`config.mk`:
```
export PLATFORM = sky130hd
export DESIGN_NAME = fpn_serial_div
export DESIGN_NICKNAME = d
export VERILOG_FILES = /design/src/hdl/fpn_pkg.sv /design/src/hdl/fpn_serial_div.sv
export SDC_FILE = /design/constraint.sdc
export NUM_CORES = 1
export LEC_CHECK = 0
export BUFFER_PORTS_ARGS = -buffer_cell sky130_fd_sc_hd__buf_4
export CAP_MARGIN = 20
export CORE_AREA = 10 10 131 85
export DETAILED_ROUTE_END_ITERATION = 8
export DIE_AREA = 0 0 141 95
export GPL_TIMING_DRIVEN = 0
export PLACE_DENSITY = 0.72
export REMOVE_ABC_BUFFERS = 1
export SLEW_MARGIN = 5
export SYNTH_ARGS = -nofsm -noshare
export SYNTH_HDL_FRONTEND = slang
export SYNTH_SLANG_ARGS = --single-unit
```
`constraint.sdc`:
```
create_clock -name clock -period 4.6 [get_ports clock]
set_input_delay 0.23 -clock clock [delete_from_list [all_inputs] [get_ports clock]]
set_output_delay 0.23 -clock clock [all_outputs]
set_load 0.03 [all_outputs]
```
`src/hdl/fpn_pkg.sv`:
```
// ----------------------------------------------------------------------------
// Frame peak normalizer package
// Shared widths, constants and state types for the frame peak normalizer.
// ----------------------------------------------------------------------------
package fpn_pkg;

   // Field widths.
   localparam int SampleW = 16;
   localparam int OutW    = 17;
   localparam int CfgW    = 9;

   // Frame length after reset and the default storage depth per bank.
   localparam logic [CfgW-1:0] CfgLengthReset  = 9'd256;
   localparam int              FrameMaxDefault = 256;

   // Q1.15 result: fraction bits, and the magnitude that stands for +1.0.
   localparam int                 QFracBits = 15;
   localparam logic [SampleW-1:0] UnitMag   = 16'h8000;

   // Top-level sequencer states.
   typedef enum logic [2:0] {
      ST_IDLE   = 3'b001,
      ST_FETCH  = 3'b010,
      ST_DIVIDE = 3'b100
   } top_state_type;

   // Serial divider states.
   typedef enum logic [1:0] {
      DIV_IDLE = 2'b01,
      DIV_RUN  = 2'b10
   } div_state_type;

endpackage

```
`src/hdl/fpn_serial_div.sv`:
```
// ----------------------------------------------------------------------------
// Frame peak normalizer serial divider
// Restoring divider that forms |sample| * 32768 / peak one quotient bit per
// cycle, clamps at +1.0, gives zero for a zero peak and restores the sample's sign.
// ----------------------------------------------------------------------------
module fpn_serial_div (
   input  logic                                clock,
   input  logic                                reset,
   input  logic                                start,
   input  logic signed [fpn_pkg::SampleW-1:0]  dividend_sample,
   input  logic [fpn_pkg::SampleW-1:0]         divisor_peak,
   output logic                                result_valid,
   output logic signed [fpn_pkg::OutW-1:0]     result
);
   import fpn_pkg::*;

   localparam int CntW = $clog2(QFracBits);

   div_state_type       state_ff, state_in;
   logic [SampleW-1:0]  rem_ff, rem_in;
   logic [SampleW-1:0]  quot_ff, quot_in;
   logic [SampleW-1:0]  peak_ff, peak_in;
   logic                neg_ff, neg_in;
   logic [CntW-1:0]     cnt_ff, cnt_in;
   logic                valid_ff, valid_in;

   logic [SampleW-1:0]  sample_bits;
   logic [SampleW-1:0]  sample_mag;
   logic [SampleW-1:0]  rem_shift;
   logic [SampleW-1:0]  rem_sub;
   logic                take;
   logic [OutW-1:0]     quot_ext;

   // Magnitude of the incoming sample; the most negative code maps to 32768.
   assign sample_bits = dividend_sample;
   assign sample_mag  = sample_bits[SampleW-1] ? (~sample_bits + 1'b1) : sample_bits;

   // One restoring step: the remainder stays below the peak, so it never
   // loses its top bit when shifted.
   assign rem_shift = {rem_ff[SampleW-2:0], 1'b0};
   assign rem_sub   = rem_shift - peak_ff;
   assign take      = (rem_shift >= peak_ff);

   // Sequencing of the division.
   always_comb begin
      state_in = state_ff;
      rem_in   = rem_ff;
      quot_in  = quot_ff;
      peak_in  = peak_ff;
      neg_in   = neg_ff;
      cnt_in   = cnt_ff;
      valid_in = valid_ff;
      case (state_ff)
         DIV_IDLE: begin
            if (start) begin
               peak_in = divisor_peak;
               neg_in  = sample_bits[SampleW-1];
               if (divisor_peak == '0) begin
                  // A silent frame normalizes to zero.
                  quot_in  = '0;
                  valid_in = 1'b1;
               end else if (sample_mag >= divisor_peak) begin
                  // The quotient reaches +1.0 or beyond and is clamped.
                  quot_in  = UnitMag;
                  valid_in = 1'b1;
               end else begin
                  rem_in   = sample_mag;
                  quot_in  = '0;
                  cnt_in   = CntW'(QFracBits - 1);
                  valid_in = 1'b0;
                  state_in = DIV_RUN;
               end
            end
         end
         DIV_RUN: begin
            rem_in  = take ? rem_sub : rem_shift;
            quot_in = {quot_ff[SampleW-2:0], take};
            cnt_in  = cnt_ff - 1'b1;
            if (cnt_ff == '0) begin
               valid_in = 1'b1;
               state_in = DIV_IDLE;
            end
         end
         default: begin
            state_in = DIV_IDLE;
            valid_in = 1'b0;
         end
      endcase
   end

   // Control registers.
   always_ff @(posedge clock) begin
      if (reset) begin
         state_ff <= DIV_IDLE;
         valid_ff <= 1'b0;
      end else begin
         state_ff <= state_in;
         valid_ff <= valid_in;
      end
   end

   // Datapath registers.
   always_ff @(posedge clock) begin
      rem_ff  <= rem_in;
      quot_ff <= quot_in;
      peak_ff <= peak_in;
      neg_ff  <= neg_in;
      cnt_ff  <= cnt_in;
   end

   // Apply the sample's sign to the quotient magnitude.
   assign quot_ext     = {1'b0, quot_ff};
   assign result       = neg_ff ? $signed(~quot_ext + 1'b1) : $signed(quot_ext);
   assign result_valid = valid_ff;

endmodule

```
After elaboration in Yosys (flattened, before gate mapping) --
Cells that the tools add are included.
Operators by class: equality and inequality tests 6, reductions and logical operators 8, $lt $le $gt $ge 2, add/subtract/negate cells 4, bitwise operators 2, muxes and demuxes 25
Operators with widths (number):
- 16-bit two-way mux | 4
- 15-bit two-way mux | 4
- 16-bit >= comparator | 2
- 16-bit case mux with 2 select lines | 1
- 15-bit case mux with 2 select lines | 1
- 17-bit by 1-bit adder with 17-bit output (second input constant) | 1
- 17-bit two-way mux | 1
- 16-bit NOT with 17-bit output | 1
- 16-bit by 1-bit adder with 16-bit output (second input constant) | 1
- 16-bit logical NOT | 1
- 16-bit NOT | 1
- 15-bit subtractor | 1
- 4-bit two-way mux | 3
- 2-bit two-way mux | 4
- 2-bit != test (second input constant) | 4
- 4-bit case mux with 2 select lines | 1
- 4-bit AND reduction | 2
- 2-bit AND reduction | 3
- 4-bit logical NOT | 1
- 1-bit two-way mux | 4
- 2-bit case mux with 2 select lines | 1
- 4-bit by 1-bit subtractor with 4-bit output (second input constant) | 1
- 2-bit by 1-bit equality test with 1-bit output (second input constant) | 1
- 2-bit equality test (second input constant) | 1
- 2 further kinds | 2
Word-level totals: bits in registers 55, output and inout bits 18, logic and storage cells 54, input port bits 35

Logic depth before layout (Yosys ltp) --
depth after elaboration 8, depth in mapped cells 13, mapped depth without buffers 13

Least setup slack after synthesis --
No wires, ideal clock.
kind input-to-reg, from input port dividend_sample[3] (netlist bit), to register cnt_ff[0], enable pin, buffers on the path 0, library setup time 424 ps, required time 4176 ps, cell stages on the path 10, arrival 3975 ps, slack 200 ps, cell sequence or4_4 or4b_4 o31ai_4 xnor2_1 ha_1 a21oi_1 o21ai_0 a211oi_1 o211ai_1 a21boi_0
On the way: cells in the longest elaborated chain, start to end 6
Ends and longest elaborated chain:
- start, declared | RTL line fpn_serial_div.sv:10 | input logic signed [fpn_pkg::SampleW-1:0] dividend_sample,
- 16-bit NOT | RTL line fpn_serial_div.sv:36 | assign sample_mag = sample_bits[SampleW-1] ? (~sample_bits + 1'b1) : sample_bits;
- 16-bit by 1-bit adder with 16-bit output | RTL line fpn_serial_div.sv:36
- 16-bit two-way mux * | RTL line fpn_serial_div.sv:36
- 16-bit >= comparator * | RTL line fpn_serial_div.sv:62 | end else if (sample_mag >= divisor_peak) begin
- 2-bit != test (no source line) *
- 4-bit AND reduction (no source line) *
- end signal, assigned | RTL line fpn_serial_div.sv:108 | cnt_ff <= cnt_in;
- end, declared | RTL line fpn_serial_div.sv:24 | logic [CntW-1:0] cnt_ff, cnt_in;
Every way passes the cells marked *; elsewhere a longest branch is shown, timed or not. A chain may end at the register's enable or synchronous reset.

Worst setup path after layout --
from input port dividend_sample[3] (netlist bit), to register valid_ff, in the netlist result_valid
On the way: cells in the longest elaborated chain, start to end 8
Ends and longest elaborated chain:
- 16-bit NOT | RTL line fpn_serial_div.sv:36
- 16-bit by 1-bit adder with 16-bit output | RTL line fpn_serial_div.sv:36
- 16-bit two-way mux * | RTL line fpn_serial_div.sv:36
- 16-bit >= comparator * | RTL line fpn_serial_div.sv:62
- 1-bit two-way mux * | RTL line fpn_serial_div.sv:62
- 1-bit two-way mux * | RTL line fpn_serial_div.sv:58 | if (divisor_peak == '0) begin
- 1-bit two-way mux * | RTL line fpn_serial_div.sv:55 | if (start) begin
- 1-bit case mux with 2 select lines * | RTL line fpn_serial_div.sv:53 | case (state_ff)
- end signal, assigned | RTL line fpn_serial_div.sv:98 | valid_ff <= valid_in;
- end, declared | RTL line fpn_serial_div.sv:25 | logic valid_ff, valid_in;
Every way passes the cells marked *; elsewhere a longest branch is shown, timed or not. The select of a mux whose other input is x is not followed.

==> impl_metrics.toml <==
[outcome]
status = "finished, final reports clean"

[synth]
synth-seq-cells = 55
synth_async_sr_flop_share_pct = 0
synth-compound-area-share_pct = 18.3
ys_types = 64
netlist_instances = 451
yosysTopAreaCellShare_pct = 36.6
ys_top_cells_by_area = "edfxtp_1, ha_1, xnor2_1, inv_1, nand2_1"
seq_area_frac_synth_pct = 38.0
synth_top_cell_by_area = "edfxtp_1"
dominantRegCellSynth = "edfxtp_1"
synthAdderAreaFrac_pct = 11.3
synthMuxAreaShare_pct = 1.09
synth_edf_count = 52
syn-cell-area_um2 = 4260
synth_top_family_by_area = "compound AO/OA/AOI/OAI gates"
synth_xor_area_share_pct = 7.81
yosysWarnings = 0
synth_simple_gate_area_share_pct = 18.1
avgSynthCellArea_um2 = 9.45

[place]
dp_worst_setup_slack_ps = 721
io_buffer_count = 52
place_area_um2 = 4760
gp_congestion = 0.875
hpwl_um = 8510

[worst_hold_path]
hp-class = "in -> reg"
holdPathEnd = "result_valid"
hp-start = "reset"
holdPathStages = 2

[global_routing]
met3_usage_pct = 4.11
grt_pass1_wl_um = 17200
grt_pass1_vias = 3364
grt_max_degree = 53
antenna_found_initial = 0
grt.total_usage_pct = 15.6
grt_use_met1_pct = 22.0
grt_use_met2_pct = 23.5
gr-max-usage-layer = "met2"
overflow = 0

[worst_setup_path]
crit_path_end_kind = "flop"
crit_arrival_ps = 3820
r2r_slack_ps = 1510
path_max_fanout = 4
cp.required_ps = 4820
r2r-end = "rem_ff[10]"
critPathKind = "in -> reg"
cp-start-kind = "input port"
r2r_cells = 8
reg2reg_from = "peak_ff[0]"

[sta]
setup_violations = 0
drv_slew = 0
timing.final.crit_period_ps = 3600
slew_headroom_pct = 38.7
fin_ws_ps = 999
period_share_pct = 78.3
rsz0062_at_grt = "no"
fmax_mhz = 278
worstMarginPinSlew_ps = 919
fin_skew_ps = 7.71
hold_viol_final = 0

[cts]
clock_tree.buffer_depth = 2
clkLatencyLatePin_ps = 290
htree_num_levels = 2
cts_tree = "done"
cts_buffers = 5
cts_resized = 0
holdBufCountCts = 0
post-cts-setup-buffers = 0
root_buffer = "clkbuf_16"
cts.sinks = 55
clkTransAtPathRegs_ps = 70

[drt]
vias_per_cell = 5.85
vias = 3594
ant_nets = 0
drt-pass1-iter-count = 4
drt_iter0_markers = 312
wl_per_cell_um = 17.7
drt-total-wl_um = 10900
drcViolationCount = 0

[die]
die_w_um = 141
core_um2 = 8850
dieArea_um2 = 13400
start_util_pct = 48.2
die_y_um = 95
fp-row-count = 27
boundaryPins = 53

[power_and_ir_drop]
cellLeakagePower_nw = 2.07
ir_worst_vdd_uv = 223
p_per_area_nw_per_um2 = 374

[flow_run]
drv_cap = 0

[cells_and_area]
antenna_cells = 0
fin_util_pct = 55.7
fin_area_um2 = 4930
drive_above_1_share_pct = 15.9
area_growth_pct = 15.6
final_nets = 570
==> Yosys cell counts, drive strengths merged (9+ instances only) <==
cell	n
a21oi	23
a31oi	9
and2	13
clkbuf	10
edfxtp	52
ha	37
inv	45
nand2	38
nand2b	10
nand3	12
nor2	28
nor4	10
o21ai	21
o31ai	9
or3	9
xnor2	33
==> power by group <==
part	internal [W]	leakage [nW]	switching, W
Sequential	0.000630	0.516	0.0000459
Clock	0.000259	0.0815	0.000174
Combinational	0.000281	1.47	0.000451
Total	0.00117	2.07	0.000672
==> worst max-delay path: stages <==
cell      delay, ps
buf_4           130
or4_4           560
or4b_4          570
o31ai_4         240
xnor2_1         100
ha_1            300
nand2_1          70
nor4_1          360
nand3_1         160
o211ai_1        350
or4b_2          620
a21oi_1         140
==> layout make-up <==
class,count,area (um2)
multi-input cells,337,2420
well taps,116,145
inverters,45,169
fillers,778,3920
clock buffers,6,129
repair buffers,53,405
flip-flops and latches,55,1620
clock inverters,2,38.8
==> logic make-up after synthesis <==
| group | after synthesis |
|---|---|
| compound gates | 109 |
| xor+xnor | 38 |
| fa+ha+maj | 38 |
| buf+inv | 59 |
| flops | 55 |
| mux | 4 |
| simple gates | 148 |
==> registers in the layout, indices dropped and copies added, names as in the netlist <==
register / flops
cnt_ff: 4
result_valid: 1
quot_ff: 16
state_ff: 2
rem_ff: 15
peak_ff: 16
neg_ff: 1
==> worst max path at each step <==
stage          slack, ps          startpoint            to
5_1_grt              850  dividend_sample[3]  result_valid
6_report            1000  dividend_sample[3]  result_valid
3_3_place_gp        -970  dividend_sample[3]    rem_ff[12]
2_1_floorplan        200  dividend_sample[3]     cnt_ff[0]
4_1_cts              990  dividend_sample[3]  result_valid
3_5_place_dp         720  dividend_sample[3]  result_valid
==> routing by layer <==
layer | wire [um] | vias to the layer above | part of all wire [%]
met4 | 92 | 0 | 0.85
met3 | 928 | 8 | 8.5
met2 | 4610 | 140 | 42
met1 | 5230 | 1707 | 48
li1 | - | 1739 | -
met5 | 0 | - | 0
==> placed cells by master (no fill, tap or decap), types with 9 or more instances in the layout <==
master    synthesis  routed
o21ai_0          20      20
nor2_1           28      28
xnor2_1          33      33
edfxtp_1         52      52
a21oi_1          23      23
or3_1             9       9
nand2b_1         10      10
ha_1             37      36
nand3_1          12      12
nor4_1           10      10
and2_1           13      13
buf_4             1      52
nand2_1          38      38
inv_1            45      45
==> through the flow <==
stage                     cells  hold WS (ps)  power [W]  setup TNS (ps)
after global placement      605           400    0.00138          -18350
after floorplan             437           299    0.00117               0
after CTS                   614           102    0.00184               0
after detailed placement    606           408    0.00140               0
after global routing        614           101    0.00194               0
final                       614           106    0.00184               0
Power figures use the tool's default switching activity.
